===== src/csd_pkg.sv =====
// ----------------------------------------------------------------------------
// Current settle detector package
// Shared widths, register map, status codes and structs of the detector.
// ----------------------------------------------------------------------------
package csd_pkg;

	// Window geometry.
	localparam int WINDOW_MAX = 16;
	localparam int WIN_AW     = (WINDOW_MAX > 1) ? $clog2(WINDOW_MAX) : 1;
	localparam int WIN_CW     = $clog2(WINDOW_MAX + 1);

	// Field widths.
	localparam int CUR_W      = 16;
	localparam int WLEN_W     = 5;
	localparam int STATUS_W   = 3;

	// Configuration port.
	localparam int APB_AW     = 5;
	localparam int APB_DW     = 32;

	// Register indexes (byte address is four times the index).
	localparam logic [2:0] REG_OFFSET    = 3'd0;
	localparam logic [2:0] REG_MIN       = 3'd1;
	localparam logic [2:0] REG_MAX       = 3'd2;
	localparam logic [2:0] REG_THRESHOLD = 3'd3;
	localparam logic [2:0] REG_WIN_LEN   = 3'd4;
	localparam logic [2:0] REG_MAX_SMP   = 3'd5;

	// Result status codes.
	localparam logic [STATUS_W-1:0] ST_RUNNING = 3'd0;
	localparam logic [STATUS_W-1:0] ST_SETTLED = 3'd1;
	localparam logic [STATUS_W-1:0] ST_OVER    = 3'd2;
	localparam logic [STATUS_W-1:0] ST_TIMEOUT = 3'd3;
	localparam logic [STATUS_W-1:0] ST_IDLE    = 3'd4;

	// Consecutive over-maximum samples that end a run.
	localparam logic [1:0] OVER_LIMIT = 2'd2;

	// Configuration registers as seen by the sequencer.
	typedef struct packed {
		logic signed [CUR_W-1:0] offset_current;
		logic signed [CUR_W-1:0] min_expected;
		logic signed [CUR_W-1:0] max_expected;
		logic        [CUR_W-1:0] settle_threshold;
		logic        [WLEN_W-1:0] window_len;
		logic        [CUR_W-1:0] max_samples;
	} cfg_t;

	// Access request from the sequencer to the window memory.
	typedef struct packed {
		logic              we;
		logic [WIN_AW-1:0] waddr;
		logic [CUR_W-1:0]  wdata;
		logic              re;
		logic [WIN_AW-1:0] raddr;
	} ram_req_t;

endpackage


===== src/csd_in_if.sv =====
// ----------------------------------------------------------------------------
// Sample channel
// Valid/ready channel that carries one sample item per transfer.
// ----------------------------------------------------------------------------
interface csd_in_if;
	logic                         valid;
	logic                         ready;
	logic                         kind;
	logic signed [csd_pkg::CUR_W-1:0] sample_ma;

	modport source (output valid, kind, sample_ma, input ready);
	modport sink (input valid, kind, sample_ma, output ready);
endinterface


===== src/csd_out_if.sv =====
// ----------------------------------------------------------------------------
// Result channel
// Valid/ready channel that carries one result item per transfer.
// ----------------------------------------------------------------------------
interface csd_out_if;
	logic                            valid;
	logic                            ready;
	logic [csd_pkg::STATUS_W-1:0]    status;
	logic signed [csd_pkg::CUR_W-1:0] value_ma;
	logic                            done_res;

	modport source (output valid, status, value_ma, done_res, input ready);
	modport sink (input valid, status, value_ma, done_res, output ready);
endinterface


===== src/csd_cfg.sv =====
// ----------------------------------------------------------------------------
// Configuration registers
// APB-style register file holding the detector limits and window settings.
// ----------------------------------------------------------------------------
module csd_cfg (
	input  logic                        clk,
	input  logic                        arst_n,
	input  logic                        psel,
	input  logic                        penable,
	input  logic                        pwrite,
	input  logic [csd_pkg::APB_AW-1:0]  paddr,
	input  logic [csd_pkg::APB_DW-1:0]  pwdata,
	output logic [csd_pkg::APB_DW-1:0]  prdata,
	output logic                        pready,
	output csd_pkg::cfg_t               cfg
);

	csd_pkg::cfg_t cfg_q;
	logic [2:0]    reg_idx;
	logic          wr_en;

	assign pready  = 1'b1;
	assign reg_idx = paddr[4:2];
	assign wr_en   = psel & penable & pwrite & pready;
	assign cfg     = cfg_q;

	// Register writes in the access phase.
	always_ff @(posedge clk or negedge arst_n) begin
		if (!arst_n) begin
			cfg_q.offset_current   <= '0;
			cfg_q.min_expected     <= '0;
			cfg_q.max_expected     <= 16'sh7FFF;
			cfg_q.settle_threshold <= '0;
			cfg_q.window_len       <= 5'd3;
			cfg_q.max_samples      <= 16'd10;
		end else if (wr_en) begin
			case (reg_idx)
				csd_pkg::REG_OFFSET:    cfg_q.offset_current   <= pwdata[15:0];
				csd_pkg::REG_MIN:       cfg_q.min_expected     <= pwdata[15:0];
				csd_pkg::REG_MAX:       cfg_q.max_expected     <= pwdata[15:0];
				csd_pkg::REG_THRESHOLD: cfg_q.settle_threshold <= pwdata[15:0];
				csd_pkg::REG_WIN_LEN:   cfg_q.window_len       <= pwdata[4:0];
				csd_pkg::REG_MAX_SMP:   cfg_q.max_samples      <= pwdata[15:0];
				default: ;
			endcase
		end
	end

	// Read data, zero-extended to the bus width.
	always_comb begin
		case (reg_idx)
			csd_pkg::REG_OFFSET:    prdata = {16'd0, cfg_q.offset_current};
			csd_pkg::REG_MIN:       prdata = {16'd0, cfg_q.min_expected};
			csd_pkg::REG_MAX:       prdata = {16'd0, cfg_q.max_expected};
			csd_pkg::REG_THRESHOLD: prdata = {16'd0, cfg_q.settle_threshold};
			csd_pkg::REG_WIN_LEN:   prdata = {27'd0, cfg_q.window_len};
			csd_pkg::REG_MAX_SMP:   prdata = {16'd0, cfg_q.max_samples};
			default:                prdata = '0;
		endcase
	end

endmodule


===== src/csd_win_ram.sv =====
// ----------------------------------------------------------------------------
// Window memory
// One write port and one read port, read data registered.
// ----------------------------------------------------------------------------
module csd_win_ram (
	input  logic                       clk,
	input  csd_pkg::ram_req_t          req,
	output logic [csd_pkg::CUR_W-1:0]  rdata
);

	logic [csd_pkg::CUR_W-1:0] mem [csd_pkg::WINDOW_MAX];

	// Synchronous write.
	always_ff @(posedge clk) begin
		if (req.we) begin
			mem[req.waddr] <= req.wdata;
		end
	end

	// Synchronous read.
	always_ff @(posedge clk) begin
		if (req.re) begin
			rdata <= mem[req.raddr];
		end
	end

endmodule


===== src/csd_ctrl.sv =====
// ----------------------------------------------------------------------------
// Settle sequencer
// Takes one sample item at a time, updates the window memory, scans it for
// its range and produces the result into an output register.
// ----------------------------------------------------------------------------
module csd_ctrl (
	input  logic                       clk,
	input  logic                       arst_n,
	input  csd_pkg::cfg_t              cfg,
	csd_in_if.sink                     samples,
	csd_out_if.source                  results,
	output csd_pkg::ram_req_t          ram_req,
	input  logic [csd_pkg::CUR_W-1:0]  ram_rdata
);

	localparam int AW = csd_pkg::WIN_AW;
	localparam int CW = csd_pkg::WIN_CW;
	localparam int DW = csd_pkg::CUR_W;
	localparam int SW = csd_pkg::STATUS_W;

	localparam logic [2:0] S_IDLE   = 3'd0;
	localparam logic [2:0] S_EVAL   = 3'd1;
	localparam logic [2:0] S_FILL   = 3'd2;
	localparam logic [2:0] S_SCAN   = 3'd3;
	localparam logic [2:0] S_DECIDE = 3'd4;
	localparam logic [2:0] S_FIN    = 3'd5;

	logic [2:0]           state_q;
	logic                 kind_q;
	logic signed [DW-1:0] cur_q;
	logic                 running_q;
	logic [AW-1:0]        write_pos_q;
	logic [CW-1:0]        filled_q;
	logic [1:0]           over_q;
	logic [DW-1:0]        taken_q;
	logic [CW-1:0]        idx_q;
	logic                 pend_q;
	logic                 first_q;
	logic                 scanned_q;
	logic signed [DW-1:0] mn_q;
	logic signed [DW-1:0] mx_q;
	logic [SW-1:0]        st_q;
	logic                 done_q;

	logic                 out_valid_q;
	logic [SW-1:0]        out_status_q;
	logic signed [DW-1:0] out_value_q;
	logic                 out_done_q;

	logic                 in_xfer;
	logic                 out_load;
	logic signed [DW:0]   diff;
	logic signed [DW-1:0] corr;
	logic [CW-1:0]        win;
	logic [AW-1:0]        wp_cur;
	logic [CW-1:0]        wp_inc;
	logic [AW-1:0]        wp_next;
	logic [CW-1:0]        filled_inc;
	logic [1:0]           over_inc;
	logic                 is_over;
	logic                 over_end;
	logic                 issue;
	logic signed [DW-1:0] rd_val;
	logic [DW:0]          span;
	logic                 settle;

	// Offset correction with saturation to 16 bits.
	always_comb begin
		diff = {samples.sample_ma[DW-1], samples.sample_ma}
			- {cfg.offset_current[DW-1], cfg.offset_current};
		if (diff[DW] != diff[DW-1]) begin
			corr = diff[DW] ? {1'b1, {(DW-1){1'b0}}} : {1'b0, {(DW-1){1'b1}}};
		end else begin
			corr = diff[DW-1:0];
		end
	end

	// Effective window length, clamped to one through the memory depth.
	always_comb begin
		if (cfg.window_len == '0) begin
			win = CW'(1);
		end else if (32'(cfg.window_len) > 32'(csd_pkg::WINDOW_MAX)) begin
			win = CW'(csd_pkg::WINDOW_MAX);
		end else begin
			win = CW'(cfg.window_len);
		end
	end

	// Write position and counter updates for a running sample.
	always_comb begin
		wp_cur     = (CW'(write_pos_q) >= win) ? '0 : write_pos_q;
		wp_inc     = CW'(wp_cur) + CW'(1);
		wp_next    = (wp_inc >= win) ? '0 : wp_inc[AW-1:0];
		filled_inc = (32'(filled_q) < 32'(csd_pkg::WINDOW_MAX)) ? filled_q + CW'(1) : filled_q;
		is_over    = cur_q > cfg.max_expected;
		over_inc   = (over_q < 2'd3) ? over_q + 2'd1 : over_q;
		over_end   = is_over && (over_inc >= csd_pkg::OVER_LIMIT);
	end

	// Window scan and settle decision.
	assign issue  = (state_q == S_SCAN) && (idx_q < win);
	assign rd_val = ram_rdata;
	assign span   = {mx_q[DW-1], mx_q} - {mn_q[DW-1], mn_q};
	assign settle = scanned_q && (span < {1'b0, cfg.settle_threshold})
		&& (cur_q >= cfg.min_expected) && (cur_q <= cfg.max_expected);

	// Memory access request.
	always_comb begin
		ram_req.we    = 1'b0;
		ram_req.waddr = idx_q[AW-1:0];
		ram_req.wdata = cur_q;
		ram_req.re    = issue;
		ram_req.raddr = idx_q[AW-1:0];
		if (state_q == S_FILL) begin
			ram_req.we = 1'b1;
		end else if (state_q == S_EVAL && kind_q && running_q && !over_end) begin
			ram_req.we    = 1'b1;
			ram_req.waddr = wp_cur;
		end
	end

	// Handshakes.
	assign samples.ready    = (state_q == S_IDLE);
	assign in_xfer          = samples.valid && samples.ready;
	assign out_load         = (state_q == S_FIN) && (!out_valid_q || results.ready);
	assign results.valid    = out_valid_q;
	assign results.status   = out_status_q;
	assign results.value_ma = out_value_q;
	assign results.done_res = out_done_q;

	// Item payload captured at the input transfer.
	always_ff @(posedge clk) begin
		if (in_xfer) begin
			kind_q <= samples.kind;
			cur_q  <= corr;
		end
	end

	// Sequencer and run state.
	always_ff @(posedge clk or negedge arst_n) begin
		if (!arst_n) begin
			state_q     <= S_IDLE;
			running_q   <= 1'b0;
			write_pos_q <= '0;
			filled_q    <= '0;
			over_q      <= '0;
			taken_q     <= '0;
			idx_q       <= '0;
			pend_q      <= 1'b0;
			first_q     <= 1'b0;
			scanned_q   <= 1'b0;
			st_q        <= csd_pkg::ST_IDLE;
			done_q      <= 1'b0;
		end else begin
			case (state_q)
				S_IDLE: begin
					if (in_xfer) begin
						state_q <= S_EVAL;
					end
				end
				S_EVAL: begin
					idx_q     <= '0;
					pend_q    <= 1'b0;
					first_q   <= 1'b1;
					scanned_q <= 1'b0;
					if (!kind_q) begin
						// Start: clear the run and refill the whole window.
						write_pos_q <= '0;
						filled_q    <= '0;
						over_q      <= '0;
						taken_q     <= '0;
						running_q   <= (cfg.max_samples != '0);
						st_q        <= (cfg.max_samples == '0) ? csd_pkg::ST_TIMEOUT
							: csd_pkg::ST_RUNNING;
						done_q      <= (cfg.max_samples == '0);
						state_q     <= S_FILL;
					end else if (!running_q) begin
						st_q    <= csd_pkg::ST_IDLE;
						done_q  <= 1'b0;
						state_q <= S_FIN;
					end else begin
						taken_q <= taken_q + DW'(1);
						over_q  <= is_over ? over_inc : 2'd0;
						if (over_end) begin
							running_q <= 1'b0;
							st_q      <= csd_pkg::ST_OVER;
							done_q    <= 1'b1;
							state_q   <= S_FIN;
						end else begin
							write_pos_q <= wp_next;
							filled_q    <= filled_inc;
							state_q     <= (filled_inc >= win) ? S_SCAN : S_DECIDE;
						end
					end
				end
				S_FILL: begin
					idx_q <= idx_q + CW'(1);
					if (32'(idx_q) == csd_pkg::WINDOW_MAX - 1) begin
						state_q <= S_FIN;
					end
				end
				S_SCAN: begin
					if (issue) begin
						idx_q <= idx_q + CW'(1);
					end
					pend_q <= issue;
					if (pend_q) begin
						first_q <= 1'b0;
					end
					if (!issue && !pend_q) begin
						scanned_q <= 1'b1;
						state_q   <= S_DECIDE;
					end
				end
				S_DECIDE: begin
					if (settle) begin
						running_q <= 1'b0;
						st_q      <= csd_pkg::ST_SETTLED;
						done_q    <= 1'b1;
					end else if (taken_q >= cfg.max_samples) begin
						running_q <= 1'b0;
						st_q      <= csd_pkg::ST_TIMEOUT;
						done_q    <= 1'b1;
					end else begin
						st_q   <= csd_pkg::ST_RUNNING;
						done_q <= 1'b0;
					end
					state_q <= S_FIN;
				end
				S_FIN: begin
					if (out_load) begin
						state_q <= S_IDLE;
					end
				end
				default: begin
					state_q <= S_IDLE;
				end
			endcase
		end
	end

	// Running minimum and maximum over the scanned entries.
	always_ff @(posedge clk) begin
		if (state_q == S_SCAN && pend_q) begin
			if (first_q || rd_val < mn_q) begin
				mn_q <= rd_val;
			end
			if (first_q || rd_val > mx_q) begin
				mx_q <= rd_val;
			end
		end
	end

	// Output register valid flag.
	always_ff @(posedge clk or negedge arst_n) begin
		if (!arst_n) begin
			out_valid_q <= 1'b0;
		end else if (out_load) begin
			out_valid_q <= 1'b1;
		end else if (results.ready) begin
			out_valid_q <= 1'b0;
		end
	end

	// Output register payload.
	always_ff @(posedge clk) begin
		if (out_load) begin
			out_status_q <= st_q;
			out_value_q  <= cur_q;
			out_done_q   <= done_q;
		end
	end

endmodule


===== src/current_settle_detector.sv =====
// ----------------------------------------------------------------------------
// Current settle detector
// Watches offset-corrected current samples until a run settles, trips on
// overcurrent or times out.
// ----------------------------------------------------------------------------
// Usage:
//   samples  (sink)   : one item per transfer; kind 0 starts a run with its
//                       first sample, kind 1 is a further sample.
//   results  (source) : exactly one result per sample item, in order.
//   APB port          : six registers at byte addresses 0 to 20, which the
//                       user writes only while the block is idle (unchecked).
// Sequencing: a start item refills the whole window with its sample, one
// window entry a cycle, before its result is produced. A sample item that
// scans the window reads it through the single memory read port, one entry
// a cycle; other items skip the refill and the scan.
// Throughput: one item at a time; the next sample transfer is taken once the
// previous result has moved into the output register.
// Reset: clears the run state and loads the register defaults; the window
// memory is not cleared, a start item fills it.
// A stalled receiver holds the result in the output register; the block then
// finishes the following item and waits with it until the register frees.
// ----------------------------------------------------------------------------
module current_settle_detector (
	input  logic                        clk,
	input  logic                        arst_n,
	csd_in_if.sink                      samples,
	csd_out_if.source                   results,
	input  logic                        psel,
	input  logic                        penable,
	input  logic                        pwrite,
	input  logic [csd_pkg::APB_AW-1:0]  paddr,
	input  logic [csd_pkg::APB_DW-1:0]  pwdata,
	output logic [csd_pkg::APB_DW-1:0]  prdata,
	output logic                        pready
);

	csd_pkg::cfg_t             cfg;
	csd_pkg::ram_req_t         ram_req;
	logic [csd_pkg::CUR_W-1:0] ram_rdata;

	// Register file.
	csd_cfg u_cfg (
		.clk     (clk),
		.arst_n  (arst_n),
		.psel    (psel),
		.penable (penable),
		.pwrite  (pwrite),
		.paddr   (paddr),
		.pwdata  (pwdata),
		.prdata  (prdata),
		.pready  (pready),
		.cfg     (cfg)
	);

	// Window memory.
	csd_win_ram u_ram (
		.clk   (clk),
		.req   (ram_req),
		.rdata (ram_rdata)
	);

	// Sequencer.
	csd_ctrl u_ctrl (
		.clk       (clk),
		.arst_n    (arst_n),
		.cfg       (cfg),
		.samples   (samples),
		.results   (results),
		.ram_req   (ram_req),
		.ram_rdata (ram_rdata)
	);

endmodule

===== src/flat_wrapper.sv =====
// flat-port wrapper written by rule: the top's interface ports become plain ports
module current_settle_detector_flat 
  (clk, arst_n, psel, penable, pwrite, paddr, pwdata, prdata, pready, samples_valid, samples_kind, samples_sample_ma, samples_ready, results_valid, results_status, results_value_ma, results_done_res, results_ready);
  csd_in_if samples_i ();
  csd_out_if results_i ();
  input  logic clk;
  input  logic arst_n;
  input  logic psel;
  input  logic penable;
  input  logic pwrite;
  input  logic [csd_pkg::APB_AW-1:0] paddr;
  input  logic [csd_pkg::APB_DW-1:0] pwdata;
  output logic [csd_pkg::APB_DW-1:0] prdata;
  output logic pready;
  input wire logic [$bits(samples_i.valid)-1:0] samples_valid;
  input wire logic [$bits(samples_i.kind)-1:0] samples_kind;
  input wire logic [$bits(samples_i.sample_ma)-1:0] samples_sample_ma;
  output wire logic [$bits(samples_i.ready)-1:0] samples_ready;
  output wire logic [$bits(results_i.valid)-1:0] results_valid;
  output wire logic [$bits(results_i.status)-1:0] results_status;
  output wire logic [$bits(results_i.value_ma)-1:0] results_value_ma;
  output wire logic [$bits(results_i.done_res)-1:0] results_done_res;
  input wire logic [$bits(results_i.ready)-1:0] results_ready;
  assign samples_i.valid = samples_valid;
  assign samples_i.kind = samples_kind;
  assign samples_i.sample_ma = samples_sample_ma;
  assign samples_ready = samples_i.ready;
  assign results_valid = results_i.valid;
  assign results_status = results_i.status;
  assign results_value_ma = results_i.value_ma;
  assign results_done_res = results_i.done_res;
  assign results_i.ready = results_ready;
  current_settle_detector u_core (.clk(clk), .arst_n(arst_n), .samples(samples_i), .results(results_i), .psel(psel), .penable(penable), .pwrite(pwrite), .paddr(paddr), .pwdata(pwdata), .prdata(prdata), .pready(pready));
endmodule

===== config.mk =====
export PLATFORM = sky130hd
export DESIGN_NAME = current_settle_detector_flat
export DESIGN_NICKNAME = d
export VERILOG_FILES = /design/src/csd_pkg.sv /design/src/csd_in_if.sv /design/src/csd_out_if.sv /design/src/csd_cfg.sv /design/src/csd_win_ram.sv /design/src/csd_ctrl.sv /design/src/current_settle_detector.sv /design/src/flat_wrapper.sv
export SDC_FILE = /design/constraint.sdc
export NUM_CORES = 1
export LEC_CHECK = 0
export ABC_AREA = 1
export BUFFER_PORTS_ARGS = -buffer_cell sky130_fd_sc_hd__buf_2
export CORE_ASPECT_RATIO = 1.2
export CORE_UTILIZATION = 55
export CTS_CLUSTER_SIZE = 10
export DETAILED_ROUTE_END_ITERATION = 7
export PLACE_DENSITY = 0.8
export SLEW_MARGIN = 20
export SYNTH_ARGS = -nofsm -noshare
export SYNTH_HDL_FRONTEND = slang
export SYNTH_SLANG_ARGS = --single-unit

===== constraint.sdc =====
create_clock -name clk -period 8.35 [get_ports clk]
set_input_delay 1.67 -clock clk [delete_from_list [all_inputs] [get_ports clk]]
set_output_delay 1.67 -clock clk [all_outputs]
set_load 0.02 [all_outputs]

==> flow_metrics.py <==
metrics = {
    "logic_synthesis": {
        "yosys-top-cells-count": "edfxtp_1, nand2_1, inv_1",
        "yosysWarnings": 0,
        "ys_ff_latch": 470,
        "ys_types": 59,
        "yosysSeqAreaShare": 0.5849,
        "netlist_area_mm2": 0.02307,
        "yosysMostFrequentCell": "edfxtp_1",
        "async_flop_share": 0.2745,
        "synth_edf_count": 341,
        "syn_avg_cell_area_um2": 10.35,
        "yosys.area.top_type": "edfxtp_1",
        "synth_top_area_share": 0.4439,
        "synth_ff_type": "edfxtp_1",
        "synth_area_leaders": "edfxtp_1, dfrtp_1, ha_1",
        "syn_inst": 2228,
    },
    "global_route": {
        "globalRouteTotalUtil": 0.2739,
        "grt_first_pass_wirelength_mm": 90.23,
        "grt.overflow.total": 0,
        "grt_max_degree": 99,
        "antenna_found_initial": 2,
        "grt_pass1_vias": 17040,
    },
    "layout": {
        "drive_above_1_share": 0.09540,
        "syn_to_final_growth_pct": 10.63,
        "nNetsFinal": 2529,
        "fin_area_mm2": 0.02552,
        "final_core_util": 0.6217,
        "fillerInstances": 3095,
        "finalNonFillerCells": 2889,
    },
    "drt": {
        "wl_per_cell_um": 20.19,
        "antenna_left": 0,
        "drc_errors": 0,
        "vias": 17160,
        "drt_pass1_iterations": 6,
        "drt_iter0_markers": 1485,
        "vias_per_cell": 5.940,
        "wirelength_mm": 58.33,
    },
    "worst_setup_path": {
        "required_ps": 6680,
        "rr_startpoint": "u_core.u_cfg.cfg[16]",
        "r2r_slack_ps": 4140,
        "cp_max_fo": 14,
        "endpoint": "prdata[1]",
        "cp-end-kind": "primary output",
        "reg2reg_to": "u_core.u_ctrl.write_pos_q[1]",
        "crit_type": "primary input to primary output",
        "critical_path_arrival_ps": 3430,
        "worst_setup_path_startpoint": "paddr[3]",
        "reg2reg_depth": 21,
        "worst_setup_path_start_kind": "primary input",
    },
    "cts": {
        "postCtsResizedCells": 0,
        "ctsHoldBuffers": 0,
        "h-tree-depth": 2,
        "root_buffer": "clkbuf_16",
        "clkSinkCount": 470,
        "path_clk_slew_ps": 50,
        "post_cts_buffers": 0,
        "cts_buffer_depth": 3,
        "insertion_delay_ps": 600,
        "cts_buffers": 53,
        "cts_tree": "yes",
    },
    "power": {
        "leakage_nw": 10.52,
        "finalPower_w": 0.007210,
        "cellPowerDensity_mw_per_mm2": 282.5,
        "peakVddDrop_mv": 0.2131,
    },
    "die": {
        "rows": 81,
        "core_area_mm2": 0.04105,
        "dieArea_mm2": 0.04277,
        "die_w_um": 189.0,
        "io_pins": 116,
        "die_h_um": 226.3,
        "start_util": 0.5620,
    },
    "placement": {
        "io_buffers": 80,
        "gp_congestion": 0.9740,
        "dp_hpwl_mm": 40.06,
        "placed_area_mm2": 0.02402,
        "place_inst": 2801,
    },
    "flow_run": {
        "drv_cap": 0,
    },
    "sta": {
        "grt_setup_unrepaired": "no",
        "slew_viol_final": 0,
        "tightestPinTransition_ps": 975.7,
        "skew_ps": 21.80,
        "fmax_mhz": 196.2,
        "min_period_ps": 5096,
        "setup_viol": 0,
        "hold_viol": 0,
        "slew_headroom": 0.3495,
        "finalCritPeriodShare": 0.6103,
        "fin_tns_setup_ps": 0,
    },
    "worst_hold_path": {
        "min_path_type": "flop to flop",
        "hold_path_depth": 0,
    },
    "run_status": {
        "outcome": "completed",
    },
}
-- flip-flops by register name (all words and copies together) (netlist names), 3 cells and up --
register and count:
u_core.u_ram.mem 256, u_core.u_cfg.cfg 85, u_core.u_ctrl.cur_q 16, u_core.u_ctrl.mn_q 16, u_core.u_ctrl.mx_q 16, u_core.u_ctrl.results.value_ma 16
u_core.u_ctrl.taken_q 16, u_core.u_ram.rdata 16, u_core.u_ctrl.filled_q 5, u_core.u_ctrl.idx_q 5, u_core.u_ctrl.write_pos_q 4, u_core.u_ctrl.results.status 3
u_core.u_ctrl.st_q 3, u_core.u_ctrl.state_q 3
-- worst min-delay path by stage --
stage	from	end	slack (ps)
after floorplan	u_core.u_ctrl.done_q	u_core.u_ctrl.results.done_res	420
after global placement	u_core.u_ctrl.st_q[0]	u_core.u_ctrl.results.status[0]	430
after detailed placement	u_core.u_ctrl.st_q[0]	u_core.u_ctrl.results.status[0]	430
after CTS	u_core.u_ctrl.st_q[0]	u_core.u_ctrl.results.status[0]	450
after global routing	u_core.u_ctrl.done_q	u_core.u_ctrl.results.done_res	470
final	u_core.u_ctrl.st_q[0]	u_core.u_ctrl.results.status[0]	450
-- critical path: stages --
cell and delay, ps:
buf_2 140, inv_1 70, nor3_1 480, inv_1 390, o221ai_1 430, buf_2 240
-- layer usage --
metal  GRT usage  share of wire  up-vias
met3     0.04194          0.077      192
met4      0.1818          0.065        0
li1            -              -     7934
met5           0              0        -
met1      0.3229           0.37     8203
met2      0.4662           0.49      833
-- final cells by class --
cell class / instances / area (um2) / share of cell area
sequential: 470 / 13500 / 0.5289
multi-input combinational: 1412 / 8205 / 0.3215
clock buffer: 83 / 1449 / 0.05678
inverter: 270 / 1015 / 0.03976
tap: 539 / 674.4 / 0.02643
timing repair buffer: 110 / 628.1 / 0.02461
clock inverter: 3 / 45.04 / 0.001765
antenna: 2 / 5.005 / 0.0001961
-- kinds of logic after synthesis --
kind of cell / synth area share
compound gates: 0.1352
fa+ha+maj: 0.08255
other cells: 0.0003256
xor+xnor: 0.01253
buf+inv: 0.06216
simple gates: 0.1223
flops: 0.5849
-- power by group --
| part | switching (W) | total (W) | internal (W) | leakage (nW) |
|---|---|---|---|---|
| combinational | 0.00136 | 0.00198 | 0.000618 | 5.12 |
| clock | 0.000875 | 0.00206 | 0.00118 | 0.718 |
| sequential | 0.000288 | 0.00317 | 0.00289 | 4.68 |
| total | 0.00253 | 0.00721 | 0.00468 | 10.5 |
-- per-stage QoR --
step                setup WS [ps]  hold WS [ps]
global route                 3177         468.6
floorplan                    3911         424.9
CTS                          3365         448.0
global placement             3448         433.0
detailed placement           3426         435.0
finish                       3254         446.5
-- cells in the final DEF, fill, tap and decap left out, types with 53 or more instances in the layout --
cell type	n
dfrtp_1	107
ha_1	149
o21ai_0	255
o22ai_1	59
a21oi_1	109
edfxtp_1	341
nor2_1	213
buf_2	79
nand2_1	316
clkbuf_16	53
nand3_1	66
inv_1	261
No activity file was read; power rests on OpenSTA's default activity.
